File: config.mk
export PLATFORM = sky130hd
export DESIGN_NAME = nrmc_front
export DESIGN_NICKNAME = d
export VERILOG_FILES = /design/src/hw/rtl/nrmc_pkg.sv /design/src/hw/rtl/nrmc_front.sv
export SDC_FILE = /design/constraint.sdc
export NUM_CORES = 1
export LEC_CHECK = 0
export BUFFER_PORTS_ARGS = -buffer_cell sky130_fd_sc_hd__buf_2
export CORE_ASPECT_RATIO = 2
export CORE_MARGIN = 10
export CORE_UTILIZATION = 56
export DETAILED_ROUTE_END_ITERATION = 16
export PLACE_DENSITY = 0.79
export RECOVER_POWER = 100
export SYNTH_ARGS = -nofsm -noshare
export SYNTH_HDL_FRONTEND = slang
export SYNTH_SLANG_ARGS = --single-unit
File: constraint.sdc
create_clock -name clk_i -period 5.55 [get_ports clk_i]
set_clock_uncertainty 0.1 [all_clocks]
set_input_delay 1.11 -clock clk_i [delete_from_list [all_inputs] [get_ports clk_i]]
set_output_delay 1.11 -clock clk_i [all_outputs]
set_load 0.02 [all_outputs]
File: src/hw/rtl/nrmc_pkg.sv
// ----------------------------------------------------------------------------
// nrmc_pkg: shared types and constants for the nearest-time GNRMC fix finder
// Record layout between the line parser and the fix selector, character
// codes, fixed-point scale factors and output limits.
// ----------------------------------------------------------------------------
package nrmc_pkg;

  localparam int TimeBits      = 48;
  localparam int CfgBits       = 48;
  localparam int CfgIdxBits    = 1;
  localparam int MinFracDigits = 5;
  localparam int QueueDepth    = 4;

  // decimal powers, used for sizing and for minute scaling
  function automatic logic [63:0] pow10(input int unsigned n);
    logic [63:0] r;
    unique case (n)
      0:       r = 64'd1;
      1:       r = 64'd10;
      2:       r = 64'd100;
      3:       r = 64'd1000;
      4:       r = 64'd10000;
      5:       r = 64'd100000;
      6:       r = 64'd1000000;
      7:       r = 64'd10000000;
      8:       r = 64'd100000000;
      9:       r = 64'd1000000000;
      default: r = 64'd1;
    endcase
    return r;
  endfunction

  localparam int MinBits    = $clog2(pow10(MinFracDigits + 2));
  localparam int FracBits   = $clog2(MinFracDigits + 1);
  localparam int LatDegBits = 7;
  localparam int LonDegBits = 10;
  localparam int LatDegLen  = 2;
  localparam int LonDegLen  = 3;

  // degree conversion: e7 part of the minutes is (m * 10^(7-frac) + 30) / 60
  localparam int  ScaleBits  = 24;
  localparam int  ProdBits   = 30;
  localparam int  RecipBits  = 31;
  localparam int  RecipShift = 36;
  localparam logic [RecipBits-1:0] Recip60 = RecipBits'(((64'd1 << RecipShift) + 64'd59) / 64'd60);
  localparam int  PartBits   = ProdBits + RecipBits - RecipShift;
  localparam int  E7Bits     = 34;
  localparam logic [E7Bits-1:0] DegScale = E7Bits'(10000000);
  localparam logic [E7Bits-1:0] LatLimit = E7Bits'(900000000);
  localparam logic [E7Bits-1:0] LonLimit = E7Bits'(1800000000);
  localparam logic [31:0]       NotFoundE7 = 32'hFF67_6980;  // -10000000

  // characters
  localparam logic [7:0] ChNewline = 8'd10;
  localparam logic [7:0] ChTab     = 8'd9;
  localparam logic [7:0] ChVt      = 8'd11;
  localparam logic [7:0] ChFf      = 8'd12;
  localparam logic [7:0] ChCr      = 8'd13;
  localparam logic [7:0] ChSpace   = 8'h20;
  localparam logic [7:0] ChPlus    = 8'h2B;
  localparam logic [7:0] ChComma   = 8'h2C;
  localparam logic [7:0] ChDot     = 8'h2E;
  localparam logic [7:0] ChZero    = 8'h30;
  localparam logic [7:0] ChNine    = 8'h39;
  localparam logic [7:0] ChDollar  = 8'h24;
  localparam logic [7:0] ChS       = 8'h53;
  localparam logic [7:0] ChW       = 8'h57;

  localparam int TagLen     = 6;
  localparam int TagIdxBits = 3;
  localparam logic [7:0] TagText [TagLen] = '{8'h24, 8'h47, 8'h4E, 8'h52, 8'h4D, 8'h43};

  // comma field numbers
  localparam logic [3:0] FieldLat = 4'd3;
  localparam logic [3:0] FieldNs  = 4'd4;
  localparam logic [3:0] FieldLon = 4'd5;
  localparam logic [3:0] FieldEw  = 4'd6;
  localparam logic [3:0] FieldMax = 4'd15;

  typedef enum logic [1:0] {
    NUM_BLANK,
    NUM_SIGN,
    NUM_DIGITS,
    NUM_DONE
  } num_state_e;

  typedef enum logic [1:0] {
    REC_TIME,
    REC_FIX,
    REC_SKIP
  } rec_kind_e;

  typedef enum logic [CfgIdxBits-1:0] {
    CFG_QUERY_TIME   = 1'b0,
    CFG_MATCH_WINDOW = 1'b1
  } cfg_index_e;

  typedef struct packed {
    logic [LonDegBits-1:0] deg;
    logic [MinBits-1:0]    minutes;
    logic [FracBits-1:0]   frac;
    logic                  neg;
  } coord_t;

  typedef struct packed {
    coord_t lat;
    coord_t lon;
  } fix_t;

  // one closed line
  typedef struct packed {
    logic                is_last;
    rec_kind_e           kind;
    logic [TimeBits-1:0] time_us;
    fix_t                fix;
  } rec_t;

  // scan outcome handed to the degree converter
  typedef struct packed {
    logic found;
    fix_t fix;
  } verdict_t;

endpackage

File: src/hw/rtl/nrmc_front.sv
// ----------------------------------------------------------------------------
// nrmc_front: byte-level line parser
// Tracks tag match, timestamp digits and GNRMC coordinate fields per byte and
// emits one record each time a line closes.
// ----------------------------------------------------------------------------
module nrmc_front (
  input  logic           clk_i,
  input  logic           rst_ni,
  input  logic [7:0]     text_byte_i,
  input  logic           end_of_log_i,
  input  logic           in_valid_i,
  output logic           in_stall_o,
  input  logic           q_full_i,
  output logic           push_o,
  output nrmc_pkg::rec_t rec_o
);
  import nrmc_pkg::*;

  localparam int WideBits = TimeBits + 4;

  typedef struct packed {
    logic [TagIdxBits-1:0] tag;
    logic                  sent;
    logic [3:0]            field;
    logic [3:0]            chars;
    logic [FracBits-1:0]   frac;
    logic [1:0]            mint;
    logic                  dot;
    num_state_e            nst;
    logic [TimeBits-1:0]   time_us;
    logic [LatDegBits-1:0] lat_deg;
    logic [MinBits-1:0]    lat_min;
    logic [FracBits-1:0]   lat_frac;
    logic                  south;
    logic [LonDegBits-1:0] lon_deg;
    logic [MinBits-1:0]    lon_min;
    logic [FracBits-1:0]   lon_frac;
    logic                  west;
    logic                  ok;
  } line_t;

  typedef struct packed {
    logic [LonDegBits-1:0] deg;
    logic [MinBits-1:0]    minutes;
    logic [1:0]            mint;
    logic [FracBits-1:0]   frac;
    logic                  dot;
    logic                  bad;
  } cst_t;

  localparam line_t LineClear = '{ok: 1'b1, nst: NUM_BLANK, default: '0};

  line_t line_q, line_d, tk, sel;
  cst_t  cs, cr;
  logic  dig, is_nl, closing, fire, fin_ok;
  logic [3:0] dval;
  logic [WideBits-1:0] tw;

  // coordinate field ended without full degrees or any minute digit
  function automatic logic coord_short(logic [3:0] chars, int unsigned deg_len,
                                       logic [1:0] mint, logic [FracBits-1:0] frac);
    return (chars < 4'(deg_len)) || (mint == 2'd0 && frac == '0);
  endfunction

  function automatic cst_t coord_char(cst_t s, logic [7:0] c, logic [3:0] chars,
                                      int unsigned deg_len);
    cst_t r;
    logic dg;
    r     = s;
    r.bad = 1'b0;
    dg    = (c >= ChZero) && (c <= ChNine);
    if (chars < 4'(deg_len)) begin
      if (dg) r.deg = LonDegBits'(s.deg * LonDegBits'(10) + LonDegBits'(c[3:0]));
      else    r.bad = 1'b1;
    end else if (dg) begin
      if (!s.dot) begin
        if (s.mint == 2'd2) begin
          r.bad = 1'b1;
        end else begin
          r.mint    = s.mint + 2'd1;
          r.minutes = MinBits'(s.minutes * MinBits'(10) + MinBits'(c[3:0]));
        end
      end else if (s.frac < FracBits'(MinFracDigits)) begin
        // digits past the kept precision are dropped
        r.frac    = s.frac + FracBits'(1);
        r.minutes = MinBits'(s.minutes * MinBits'(10) + MinBits'(c[3:0]));
      end
    end else if (c == ChDot && !s.dot) begin
      r.dot = 1'b1;
    end else begin
      r.bad = 1'b1;
    end
    return r;
  endfunction

  always_comb begin
    dig  = (text_byte_i >= ChZero) && (text_byte_i <= ChNine);
    dval = text_byte_i[3:0];
    tw   = WideBits'({line_q.time_us, 3'b000}) + WideBits'({line_q.time_us, 1'b0})
         + WideBits'(dval);
    tk   = line_q;
    cs   = '0;
    cr   = '0;

    // tag search
    if (line_q.tag < TagIdxBits'(TagLen)) begin
      if (text_byte_i == TagText[line_q.tag]) tk.tag = line_q.tag + TagIdxBits'(1);
      else if (text_byte_i == ChDollar)       tk.tag = TagIdxBits'(1);
      else                                     tk.tag = '0;
      if (tk.tag == TagIdxBits'(TagLen)) tk.sent = 1'b1;
    end

    // leading integer of a timestamp line
    unique case (line_q.nst)
      NUM_BLANK, NUM_SIGN: begin
        if (line_q.nst == NUM_BLANK && (text_byte_i == ChSpace || text_byte_i == ChTab ||
            text_byte_i == ChVt || text_byte_i == ChFf || text_byte_i == ChCr)) begin
          tk.nst = NUM_BLANK;
        end else if (line_q.nst == NUM_BLANK && text_byte_i == ChPlus) begin
          tk.nst = NUM_SIGN;
        end else if (dig) begin
          tk.time_us = TimeBits'(dval);
          tk.nst     = NUM_DIGITS;
        end else begin
          tk.time_us = '0;
          tk.nst     = NUM_DONE;
        end
      end
      NUM_DIGITS: begin
        if (dig) begin
          if (tw[WideBits-1:TimeBits] != '0) tk.time_us = '1;
          else                               tk.time_us = tw[TimeBits-1:0];
        end else begin
          tk.nst = NUM_DONE;
        end
      end
      NUM_DONE: tk.nst = NUM_DONE;
      default:  tk.nst = NUM_DONE;
    endcase

    // comma fields
    if (text_byte_i == ChComma) begin
      if (line_q.field == FieldLat &&
          coord_short(line_q.chars, LatDegLen, line_q.mint, line_q.frac)) tk.ok = 1'b0;
      if (line_q.field == FieldLon &&
          coord_short(line_q.chars, LonDegLen, line_q.mint, line_q.frac)) tk.ok = 1'b0;
      if (line_q.field == FieldLat) tk.lat_frac = line_q.frac;
      if (line_q.field == FieldLon) tk.lon_frac = line_q.frac;
      if (line_q.field != FieldMax) tk.field = line_q.field + 4'd1;
      tk.chars = '0;
      tk.frac  = '0;
      tk.mint  = '0;
      tk.dot   = 1'b0;
    end else begin
      if (line_q.field == FieldLat) begin
        cs = '{deg: LonDegBits'(line_q.lat_deg), minutes: line_q.lat_min, mint: line_q.mint,
               frac: line_q.frac, dot: line_q.dot, bad: 1'b0};
        cr = coord_char(cs, text_byte_i, line_q.chars, LatDegLen);
        tk.lat_deg = cr.deg[LatDegBits-1:0];
        tk.lat_min = cr.minutes;
        tk.mint    = cr.mint;
        tk.frac    = cr.frac;
        tk.dot     = cr.dot;
        if (cr.bad) tk.ok = 1'b0;
      end else if (line_q.field == FieldLon) begin
        cs = '{deg: line_q.lon_deg, minutes: line_q.lon_min, mint: line_q.mint,
               frac: line_q.frac, dot: line_q.dot, bad: 1'b0};
        cr = coord_char(cs, text_byte_i, line_q.chars, LonDegLen);
        tk.lon_deg = cr.deg;
        tk.lon_min = cr.minutes;
        tk.mint    = cr.mint;
        tk.frac    = cr.frac;
        tk.dot     = cr.dot;
        if (cr.bad) tk.ok = 1'b0;
      end else if (line_q.field == FieldNs) begin
        tk.south = (line_q.chars == 4'd0) && (text_byte_i == ChS);
      end else if (line_q.field == FieldEw) begin
        tk.west = (line_q.chars == 4'd0) && (text_byte_i == ChW);
      end
      if (line_q.chars != FieldMax) tk.chars = line_q.chars + 4'd1;
    end

    // a newline closes the line as it stands, a final byte closes after it is taken
    is_nl   = (text_byte_i == ChNewline);
    closing = is_nl || end_of_log_i;
    sel     = is_nl ? line_q : tk;
    fin_ok  = sel.ok && (sel.field >= FieldEw)
            && !(sel.field == FieldLat && coord_short(sel.chars, LatDegLen, sel.mint, sel.frac))
            && !(sel.field == FieldLon && coord_short(sel.chars, LonDegLen, sel.mint, sel.frac));

    rec_o.is_last         = end_of_log_i;
    rec_o.kind            = sel.sent ? (fin_ok ? REC_FIX : REC_SKIP) : REC_TIME;
    rec_o.time_us         = sel.time_us;
    rec_o.fix.lat.deg     = LonDegBits'(sel.lat_deg);
    rec_o.fix.lat.minutes = sel.lat_min;
    // fraction counts were latched as each coordinate field closed
    rec_o.fix.lat.frac    = sel.lat_frac;
    rec_o.fix.lat.neg     = sel.south;
    rec_o.fix.lon.deg     = sel.lon_deg;
    rec_o.fix.lon.minutes = sel.lon_min;
    rec_o.fix.lon.frac    = sel.lon_frac;
    rec_o.fix.lon.neg     = sel.west;

    in_stall_o = q_full_i;
    fire       = in_valid_i && !in_stall_o;
    push_o     = fire && closing;

    line_d = line_q;
    if (fire) line_d = closing ? LineClear : tk;
  end

  always_ff @(posedge clk_i or negedge rst_ni) begin
    if (!rst_ni) begin
      line_q <= LineClear;
    end else begin
      line_q <= line_d;
    end
  end

endmodule

Word-level counts from Yosys, hierarchy flattened. Memory sizes are Yosys's and may differ from the RTL's. Index checks and enable logic that the tools add are counted.

Div/mod/pow operators: 0. Add/sub/neg operators: 11. Equality and inequality tests: 26. Reduce and logical (&&, ||, !) cells: 38. Bitwise operators: 1. Order comparisons: 10. Mux-type cells: 82. Shifts and indexed selects: 0. Multiply operators: 4.

Operators with widths (count): $mux W48 (4); $mux W142 (1); $mux W139 (1); $mux W24 (4); $pmux W48 S2 (1); $mux W35 (2); $mux W31 (2); $mux W30 (2); $mux W29 (2); $add A51 B49 Y52 (1); $add A52 B4 Y52 (1); $mux W26 (2); $mux W49 (1); $add A24 B4 Y24 (2); $mul A24 B3 Y23 const B (2); $eq A8 B4 Y1 const B (5); $eq A8 B6 Y1 const B (5); $mux W34 (1); $mux W1 (30); $mux W10 (3); $mux W3 (8); $logic_and A1 B1 Y1 (17); $eq A4 B3 Y1 const B (4); $eq A8 B7 Y1 const B (2); 33 further kinds (69).

Memories: 1. Bits in latches: 0. Bits in writable memories: 0. ROM bits: 64. Output and inout port bits: 129. Bits in registers: 142.

Memories: (name not given) (depth 8, bits a word 8, rd ports 1, clocked after Yosys merged registers in 0, wr ports 0, RTL line nrmc_front.sv:107) `if (text_byte_i == TagText[line_q.tag]) tk.tag = line_q.tag + TagIdxBits'(1);`.

Logic depth before layout (Yosys ltp). Gate-level depths: netlist of the first run.

Depth in word-level cells: 22. Mapped depth: 18. Depth with buffers taken out: 14.

Worst setup path after synthesis of the first run. OpenSTA, ideal clock, no wires.

Path kind: input port to output port. Start point: in text_byte_i[3]. End point: out rec_o[108] (netlist name). Required time: 4.340 ns. Arrival time: 4.844 ns. Path buffers: 4. Stages on the path: 17. Path slack: -0.504 ns. Cell sequence: clkbuf_1 inv_1 fa_1 fa_1 nand2b_1 a21oi_1 o2111ai_2 a31oi_4 a211oi_2 o311a_1 nor4b_2 buf_4 and2_4 buf_6 buf_6 a21oi_1 o22a_1.

RTL lines: from (decl) (RTL line nrmc_front.sv:9) `input logic [7:0] text_byte_i,`; to (decl) (RTL line nrmc_front.sv:15) `output nrmc_pkg::rec_t rec_o`.

==> reports/metrics.yaml, run 1 <==
antenna_found_initial: 0
critPathLaunchType: "input port"
min_path_cells: 2
dpl-instance-area_um2: 17970
powerDensity_nw_per_um2: 144.2
final_layout_size_suffix_gt1_share_pct: 21.19
placementRows: 88
grt_pass1_vias: 17494
syn_area_um2: 16460
avgSynthCellArea_um2: 8.067
peakVddDrop_mv: 0.2205
p_seq_share_pct: 38.4
tightest_slew_ps: 2700
drt_pre_antenna_iters: 6
r2r_slack_ps: 1070
p_clk_share_pct: 43.4
syn2layout_area_growth_pct: 20.51
yosys_warnings: 0
pre_cts_ws_ps: -467.0
start_util_pct: 56.86
grtUsageMet1_pct: 30.84
path_buf_inv: 5
hpwl_um: 43850
fin_area_um2: 19840
synth_edf_count: 0
cts_buffer_depth: 2
period_share_pct: 104.9
synth_cell_type_count: 89
grt.busiest_layer: "met2"
clock-sinks: 142
cts_made_buffers: 17
core_area_um2: 28960
reg_top3: "line_q (142)"
rsz0062_at_grt: "true"
clk_pin_slew_ps: 70
timing.final.crit_period_ps: 5822
outcome: "finished with violations"
routed_wirelength_um: 59850
cts_root_buf: "clkbuf_16"
critPathArrivalTime_ps: 4610
gp_congestion: 1.047
vias: 17348
layout_common_cells: "ha_1 (214), nand2_1 (210), a21oi_1 (172)"
fin_ws_ps: -272.1
crit_type: "input port to output port"
synth_seq_area_share_pct: 21.59
maxCapViolCount: 1
dieArea_um2: 37080
slowest_stage: "fa_1"
gr-total-overflow: 0
intPower_mw: 1.899
die_h_um: 262.5
slew_headroom_pct: -79.99
fmax_mhz: 171.8
synthCells: 2041
grt_first_pass_wirelength_um: 92810
cp-end-kind: "output port"
ys_async_sr_fraction_pct: 100.0
top_register: "line_q"
final-setup-viol-count: 47
cp.depth: 17
cts_tree: "yes"
worst_path_most_repeated_cell: "buf_6"
largest_register_ffs: 142
synthFlopType: "dfrtp_1"
finalHoldViolCount: 0
track_usage_pct: 30.85
synth-seq-cells: 142
drc: 0
viasPerCell: 6.703
met3_usage_pct: 6.128
num-nets-final: 2455
ioPinCount: 142
hold_path_class: "register to register"
crit_required_ps: 4340
path_max_fanout: 7
p_switching_mw: 0.9627
rr_worst_depth: 16
drt_iter0_drc: 1348
swShare_pct: 33.64
grtUsageMet2_pct: 54.99
port_buffers: 138
violations: "max-capacitance violations, max-slew violations, negative setup slack"
leakage_nw: 9.720
die_x_um: 141.2
path_cells: "buf_8 > inv_6 > fa_1 > fa_2 > nand2b_4 > a21oi_4 > o2111ai_4 > a31oi_4 > a211oi_2 > o311a_1 > nor4b_4 > buf_6 > and2_4 > clkbuf_16 > a22oi_1 > a21o_1 > buf_6"
ant_nets: 0
ctsHoldBuffers: 0
grt_max_degree: 102
cp_top_family: "compound AO/OA/AOI/OAI gates"
critPathMaxStageDelay_ps: 500
final_common_cell: "ha_1"
combPwrFrac_pct: 18.3
slew_viol_final: 102
insertion_delay_ps: 470
htreeDepth: 4
wl_per_cell_um: 23.13
[path summary, 6_finish.rpt]
check,start,endpoint
max,text_byte_i[3],rec_o[88]
min,line_q[28],line_q[28]
max reg2reg,line_q[105],line_q[79]
min reg2reg,line_q[28],line_q[28]
max in group asynchronous,rst_ni,line_q[26]
min in group asynchronous,rst_ni,line_q[52]
[per-layer routing]
| layer | share of wire (%) | wire length, um |
|---|---|---|
| met2 | 51 | 30730 |
| met1 | 33 | 19990 |
| met4 | 8.2 | 4932 |
| met3 | 7.0 | 4202 |
| met5 | 0 | 0 |
[worst register-to-register path, delay by kind of cell, from the launching register on]
kind | cells | cell delay (ps)
simple gates | 4 | 1200
buf+inv | 5 | 920
compound gates | 5 | 830
fa+ha+maj | 2 | 810
flops | 1 | 510
[cells by family after synthesis]
| logic type | share of synthesized area, % |
|---|---|
| AO/OA/AOI/OAI | 29.52 |
| AND/OR/NAND/NOR | 16.56 |
| adder cells (fa/ha/maj) | 17.78 |
| buffers and inverters | 4.848 |
| flip-flops | 21.59 |
| XOR/XNOR | 7.128 |
| multiplexers | 2.546 |
| other | 0.02278 |
[synth_stat cells, types with 31 or more instances]
cell      instances  area [um2]
ha_1            218        2728
a21oi_1         200        1001
dfrtp_1         141        3528
clkbuf_1         80       300.3
inv_1            73       274.0
a22oi_1          36       270.3
o21ai_0         150       750.7
nand2_1         212       795.8
xnor2_1          85       744.5
a22o_1           77       674.4
nor3_1           42       210.2
mux2_2           31       349.1
xor2_1           49       429.2
nor2_1          132       495.5
nand3_1          64       320.3
a21o_1           52       390.4
[power groups by stage]
| stage | Sequential (mW) | Combinational (mW) | Clock (mW) |
|---|---|---|---|
| 2_1_floorplan | 1.09 | 0.289 | 0 |
| 3_3_place_gp | 1.11 | 0.445 | 0 |
| 3_5_place_dp | 1.11 | 0.454 | 0 |
| 4_1_cts | 1.10 | 0.484 | 1.25 |
| 5_1_grt | 1.10 | 0.557 | 1.29 |
| 6_report | 1.10 | 0.523 | 1.24 |
[what timing repair did]
item,CTS,global route
setup buffers,14,13
gates cloned,3,2
pin swaps,37,32
resized for setup,119,136
endpoints found under the hold margin,0,0
endpoints found under the setup margin,60,63
[per-stage QoR]
step	std cells	util, %	power (mW)	TNS [ps]	hold slack (ps)
after floorplan	2043	-	1.381	-27.88	349.7
after global placement	2524	62.07	1.559	-12920	362.5
after detailed placement	2524	62.07	1.569	-18360	375.4
after CTS	2573	66.50	2.834	-4854	390.2
after global routing	2587	68.51	2.948	-12920	430.4
final	2588	68.52	2.862	-8146	389.7
[area by class of cell]
| cell class | instances | area (um2) |
|---|---|---|
| timing repair buffer | 268 | 2051 |
| inverter | 73 | 279.0 |
| antenna | 1 | 2.502 |
| tap | 360 | 450.4 |
| sequential | 142 | 3556 |
| clock inverter | 15 | 176.4 |
| multi-input combinational | 1712 | 12900 |
| clock buffer | 17 | 425.4 |
| fill | 2377 | 9116 |
No activity file was read; power rests on OpenSTA's default activity.
==> run 2: changes to the inputs <==
PLACE_DENSITY = 0.82   (was 0.79)
==> run 2 against run 1 <==
Effect of this change: register-to-register slack got worse by 30 ps; via count increased by 0.72%; the run still ends with max-capacitance violations, max-slew violations, negative setup slack left; critical endpoint is now rec_o[107]; utilization rose by 0.72 points; flip-flop and latch count unchanged; count of clock-buffer cells in the layout grew 1; routed wire length increased by 1.8%; die area is the same; worst hold slack improved by 13 ps; largest cell class unchanged; design area rose by 1.1%; cell count up 0.35%; first-iteration DRC count down 11%.
==> reports/metrics.yaml, run 2 (synthesis gave the netlist of run 1 again) <==
critPathMaxStageDelay_ps: 490  # about the same
cts_root_buf: "clkbuf_16"
drt_pre_antenna_iters: 5  # -1
p_clk_share_pct: 42.2  # -1.2 points
r2r-start: "line_q[98]"
core_area_um2: 28960  # unchanged
drt_iter0_drc: 1202  # -11%
wl_per_cell_um: 23.47  # +1.5%
outcome: "finished with violations"
leakage_nw: 9.736  # +0.16%
fin_util_pct: 69.24  # +0.72 points
layout_common_cells: "ha_1 (215), nand2_1 (211), a21oi_1 (175)"
drc: 0  # unchanged
powerDensity_nw_per_um2: 142.0  # -1.5%
fmax_mhz: 170.1  # -0.97%
holdWs_ps: 402.6  # +12.89 ps
syn2layout_area_growth_pct: 21.78
cts_buffer_depth: 2  # unchanged
maxCapViolCount: 2  # +1
hold_end: "line_q[28]"
grt_first_pass_wirelength_um: 93680  # +0.94%
hpwl_um: 45590  # +4.0%
period_share_pct: 105.9  # +1.0 points
num-nets-final: 2465  # +0.41%
viasPerCell: 6.728  # +0.37%
die_h_um: 262.5  # unchanged
critPathLaunchType: "input port"
final-setup-viol-count: 48  # +2.1%
htreeDepth: 4  # unchanged
vias: 17473  # +0.72%
grt_max_degree: 68  # -33%
ctsHoldBuffers: 0  # unchanged
crit_type: "input port to output port"
crit_required_ps: 4340  # about the same
final_layout_size_suffix_gt1_share_pct: 22.44  # +1.2 points
gr-total-overflow: 0  # unchanged
swShare_pct: 34.36  # +0.72 points
critPathArrivalTime_ps: 4670  # +60 ps
timing.final.crit_period_ps: 5879  # +57.03 ps
cp_top_family: "compound AO/OA/AOI/OAI gates"
diodes: 0  # -1
intPower_mw: 1.869  # -1.6%
path_cells: "buf_8 > inv_6 > fa_1 > fa_2 > nand2b_4 > a21oi_4 > o2111ai_4 > a31oi_4 > a211oi_4 > o311a_1 > nor4b_4 > buf_6 > and2_4 > buf_12 > a21oi_1 > o22a_2 > buf_2"
path_buf_inv: 5  # unchanged
finalHoldViolCount: 0  # unchanged
slowest_stage: "fa_1"
combPwrFrac_pct: 19.4  # +1.1 points
cp-end-kind: "output port"
routed_wirelength_um: 60960  # +1.8%
path_max_fanout: 8  # +1
insertion_delay_ps: 470  # about the same
largest_register_ffs: 142  # unchanged
cts_tree: "yes"
fin_ws_ps: -329.1  # -57.04 ps
peakVddDrop_mv: 0.2395  # +8.6%
final_common_cell: "ha_1"
ant_nets: 0  # unchanged
ioPinCount: 142  # unchanged
slew_headroom_pct: -58.48  # +22 points
grt_pass1_vias: 17791  # +1.7%
clk_pin_slew_ps: 70  # about the same
min_path_cells: 2  # unchanged
gp_congestion: 1.024  # -2.1%
r2r_slack_ps: 1040  # -30 ps
violations: "max-capacitance violations, max-slew violations, negative setup slack"
track_usage_pct: 31.17  # +0.32 points
slew_viol_final: 94  # -7.8%
die_x_um: 141.2  # unchanged
tightest_slew_ps: 2377  # -322.7 ps
hold_path_class: "register to register"
cts_made_buffers: 17  # unchanged
p_switching_mw: 0.9785  # +1.6%
reg_top3: "line_q (142)"
r2r_end: "line_q[86]"
placementRows: 88  # unchanged
antenna_found_initial: 1  # +1
p_seq_share_pct: 38.4  # about the same
port_buffers: 138  # unchanged
rsz0062_at_grt: "true"
pre_cts_ws_ps: -327.8  # +139.1 ps
rr_worst_depth: 14  # -2
dieArea_um2: 37080  # unchanged
min_from: "line_q[28]"
start_util_pct: 56.86  # unchanged
clock-sinks: 142  # unchanged
top_register: "line_q"
[run 2: routing by layer]
metal / up-vias / wire length, um / global-route usage [%]
li1: 7943 / - / -
met5: - / 12 / 0
met1: 8436 / 20060 / 29.45
met2: 770 / 32380 / 57.62
met3: 322 / 3158 / 4.790
met4: 2 / 5344 / 23.94
[run 2: worst max-delay path by stage]
| stage | slack [ps] | start | endpoint | cells past startpoint |
|---|---|---|---|---|
| floorplan | -20 | text_byte_i[3] | rec_o[108] | 17 |
| global placement | -240 | text_byte_i[3] | rec_o[108] | 19 |
| detailed placement | -330 | text_byte_i[3] | rec_o[108] | 19 |
| CTS | -180 | text_byte_i[3] | rec_o[108] | 16 |
| global route | -410 | text_byte_i[3] | rec_o[107] | 17 |
| finish | -330 | text_byte_i[3] | rec_o[107] | 17 |
[run 2: layout make-up]
cell class,count,area (um2)
flip-flops and latches,142,3557
clock inverters,14,147.6
clock buffers,18,429.2
fillers,2340,8907
inverters,73,279.0
well taps,360,450.4
multi-input cells,1712,13060
repair buffers,278,2123
[run 2: power groups by stage]
| stage | registers [mW] | logic, mW | clock network (mW) |
|---|---|---|---|
| 2_1_floorplan | 1.09 | 0.289 | 0 |
| 3_3_place_gp | 1.11 | 0.459 | 0 |
| 3_5_place_dp | 1.11 | 0.469 | 0 |
| 4_1_cts | 1.09 | 0.500 | 1.21 |
| 5_1_grt | 1.09 | 0.586 | 1.25 |
| 6_report | 1.09 | 0.552 | 1.20 |
[run 2: through the flow]
step           TNS, ps  area [um2]  power (mW)  instances
4_1_cts          -4139       19150       2.802       2578
3_3_place_gp     -8138       18040       1.568       2534
3_5_place_dp    -12260       18040       1.580       2534
2_1_floorplan   -27.88       16540       1.381       2043
6_report         -8698       20050       2.848       2597
5_1_grt         -13930       20050       2.929       2597
[run 2: worst min-delay path, cell delays in order (launching register included)]
cell and delay (ps):
dfrtp_1 350, nand2_1 50, o21ai_0 70
[run 2: timing repair]
item / CTS / global route
gates resized for setup: 120 / 161
cloned: 2 / 3
setup buffers: 10 / 16
pin swaps: 32 / 48
setup endpoints to repair: 60 / 66
==> run 3: changes to the inputs <==
ABC_AREA = 1   (was unset)
CORE_UTILIZATION = 57   (was 56)
==> run 3 against run 2 <==
Effect of this change: the run ends with max-capacitance violations, max-slew violations left; die area up 7.2%; combinational power down 39%; non-clock buffer count down 100; cell count up 34%.
==> reports/metrics.yaml, run 3 <==
ant_nets: 0  # unchanged
drt_iter0_drc: 1341  # +12%
slew_viol_final: 82  # -13%
grt_first_pass_wirelength_um: 104800  # +12%
r2r_slack_ps: 1770  # +730 ps
ioPinCount: 142  # unchanged
start_util_pct: 57.67  # +0.81 points
clk_pin_slew_ps: 60  # about the same
peakVddDrop_mv: 0.2281  # -4.8%
insertion_delay_ps: 470  # about the same
synthFlopType: "dfrtp_1"
port_buffers: 138  # unchanged
crit_required_ps: 4340  # about the same
crit_type: "input port to output port"
rr_worst_depth: 16  # +2
syn_area_um2: 18120  # +10%
synth-seq-cells: 142  # unchanged
cp-end-kind: "output port"
critPathMaxStageDelay_ps: 550  # +60 ps
synth_seq_area_share_pct: 19.61  # -2.0 points
synthCells: 2922  # +43%
synthTopCellsByArea: "nand2_1 (20%), dfrtp_1 (19%), ha_1 (15%)"
track_usage_pct: 33.00  # +1.8 points
final-setup-viol-count: 0  # -100%
fin_cells: 3478  # +34%
path_buf_inv: 6  # +1
ys_async_sr_fraction_pct: 100.0  # unchanged
dpl-instance-area_um2: 19270  # +6.8%
tightest_slew_ps: 3963  # +1586 ps
pre_cts_ws_ps: 6.540  # +334.4 ps
cts_root_buf: "clkbuf_16"
critPathLaunchType: "input port"
htreeDepth: 4  # unchanged
cp.depth: 26  # +9
fin_util_pct: 63.68  # -5.6 points
yosys.cell_count.top_type: "nand2_1"
final_common_cell: "nand2_1"
wl_per_cell_um: 19.41  # -17%
maxCapViolCount: 1  # -1
r2r_end: "line_q[113]"
avgSynthCellArea_um2: 6.202  # -23%
top_register: "line_q"
critPathArrivalTime_ps: 4250  # -420 ps
routed_wirelength_um: 67500  # +11%
yosysTopAreaCell: "nand2_1"
num-nets-final: 3283  # +33%
finalHoldViolCount: 0  # unchanged
fmax_mhz: 183.0  # +7.6%
hpwl_um: 51560  # +13%
synth_cell_type_count: 51  # -43%
fin_ws_ps: 85.89  # +415.0 ps
gp_congestion: 1.082  # +5.6%
cts_made_buffers: 17  # unchanged
antenna_found_initial: 0  # -1
path_max_fanout: 6  # -2
fin_area_um2: 20010  # -0.19%
holdWs_ps: 390.5  # -12.03 ps
period_share_pct: 98.45  # -7.5 points
diodes: 0  # unchanged
leakage_nw: 11.09  # +14%
placementRows: 92  # +4.5%
worst_path_most_repeated_cell: "nand2_1"
yosys_warnings: 0  # unchanged
slowest_stage: "fa_2"
hold_path_class: "register to register"
gr-total-overflow: 0  # unchanged
grt_pass1_vias: 20654  # +16%
r2r-start: "line_q[87]"
drc: 0  # unchanged
clock-sinks: 142  # unchanged
drt_pre_antenna_iters: 7  # +2
yosys-top-cells-count: "nand2_1 (947), inv_1 (352), nor2_1 (277), nand3_1 (223), ha_1 (218)"
reg_top3: "line_q (142)"
largest_register_ffs: 142  # unchanged
cp_top_family: "simple AND/OR/NAND/NOR gates"
regArea_um2: 3555  # about the same
powerDensity_nw_per_um2: 131.3  # -7.5%
violations: "max-capacitance violations, max-slew violations"
multi_input_area_um2: 12880  # -1.4%
outcome: "finished with violations"
core_area_um2: 31430  # +8.5%
layout_common_cells: "nand2_1 (944), inv_1 (352), nor2_1 (273)"
grt_max_degree: 85  # +25%
slew_headroom_pct: -164.2  # -110 points
ctsHoldBuffers: 0  # unchanged
crit_start: "text_byte_i[3]"
die_x_um: 146.1  # +3.4%
vias: 20341  # +16%
endpoint: "rec_o[80]"
dieArea_um2: 39760  # +7.2%
dp.cells: 3441  # +36%
synth_edf_count: 0  # unchanged
syn2layout_area_growth_pct: 10.43
rsz0062_at_grt: "true"
n_fill_cell: 3013  # +29%
cts_buffer_depth: 2  # unchanged
timing.final.crit_period_ps: 5464  # -415.0 ps
yosysTopAreaCellShare_pct: 19.61  # -1.8 points
die_h_um: 272.2  # +3.7%
viasPerCell: 5.848  # -13%
cts_tree: "yes"
final_layout_size_suffix_gt1_share_pct: 9.362  # -13 points
run 3: changes by cell type in the layout (fill, tap and decap cells not counted), sizes merged, moves of 41 or more:
| cell | before | now |
|---|---|---|
| nand3 | 64 | 230 |
| nor2 | 132 | 297 |
| a22o | 77 | 27 |
| a21oi | 204 | 163 |
| nand2 | 213 | 956 |
| xnor2 | 85 | 38 |
| a21o | 52 | 7 |
| inv | 82 | 366 |
| buf | 269 | 168 |
run 3: area by class of cell:
type                       instances  share of cell area (%)
clock inverter                    13                  0.6940
inverter                         365                   6.853
timing repair buffer             178                   5.458
clock buffer                      19                   2.213
multi-input combinational       2338                   64.37
tap                              423                   2.645
sequential                       142                   17.76
run 3: logic make-up after synthesis:
family | count (synthesis) | share of synthesized area (%)
and+or+nand+nor | 1586 | 36.66
AOI/OAI and AO/OA | 433 | 13.44
other | 1 | 0.02069
buffers and inverters | 444 | 9.776
adders and majority gates | 228 | 16.16
xor gates and xnor gates | 88 | 4.336
DFF | 142 | 19.61
run 3: how the worst min path moves through the flow:
stage / startpoint / endpoint / slack, ps / cells after the start
2_1_floorplan: line_q[28] / line_q[28] / 350 / 2
3_3_place_gp: line_q[28] / line_q[28] / 360 / 2
3_5_place_dp: line_q[28] / line_q[28] / 370 / 2
4_1_cts: line_q[28] / line_q[28] / 390 / 2
5_1_grt: line_q[3] / line_q[3] / 440 / 1
6_report: line_q[28] / line_q[28] / 390 / 2
run 3: report_power, final:
group	internal (mW)	total [mW]	switching, mW	leakage, nW
Clock	0.676	1.22	0.549	0.284
Sequential	1.05	1.07	0.0204	1.97
Combinational	0.0826	0.334	0.252	8.84
run 3: repair_timing:
item,4_1_cts,5_1_grt
setup endpoints to repair,1,51
resized for setup,1,24
pin swaps,0,3
cloned,0,2
setup buffers,0,3
run 3: worst reg2reg max path, cell delays in order, from the launching register on:
cell and delay [ps]:
dfrtp_1 450, ha_1 340, ha_1 380, nand2_1 130, nor2_1 410, inv_1 130, nor2_1 230, inv_1 220
nor4_1 330, nand3_1 110, nand3_1 270, xnor2_1 210, nand3_1 110, nand2_1 70, nand2_1 60, nand2_1 60
nand2_1 60
run 3: routing by layer:
metal / vias to the layer above / track usage [%] / wire (um) / part of all wire (%)
li1: 9726 / - / - / -
met1: 9367 / 28.05 / 21480 / 32
met2: 843 / 62.26 / 35410 / 52
met3: 405 / 5.747 / 3165 / 4.7
met4: 0 / 32.17 / 7450 / 11
met5: - / 0 / 0 / 0
run 3: through the flow:
step	setup TNS (ps)	power (mW)
floorplan	0	1.283
global placement	0	1.398
detailed placement	0	1.407
CTS	0	2.622
global route	-699.1	2.707
finish	0	2.628
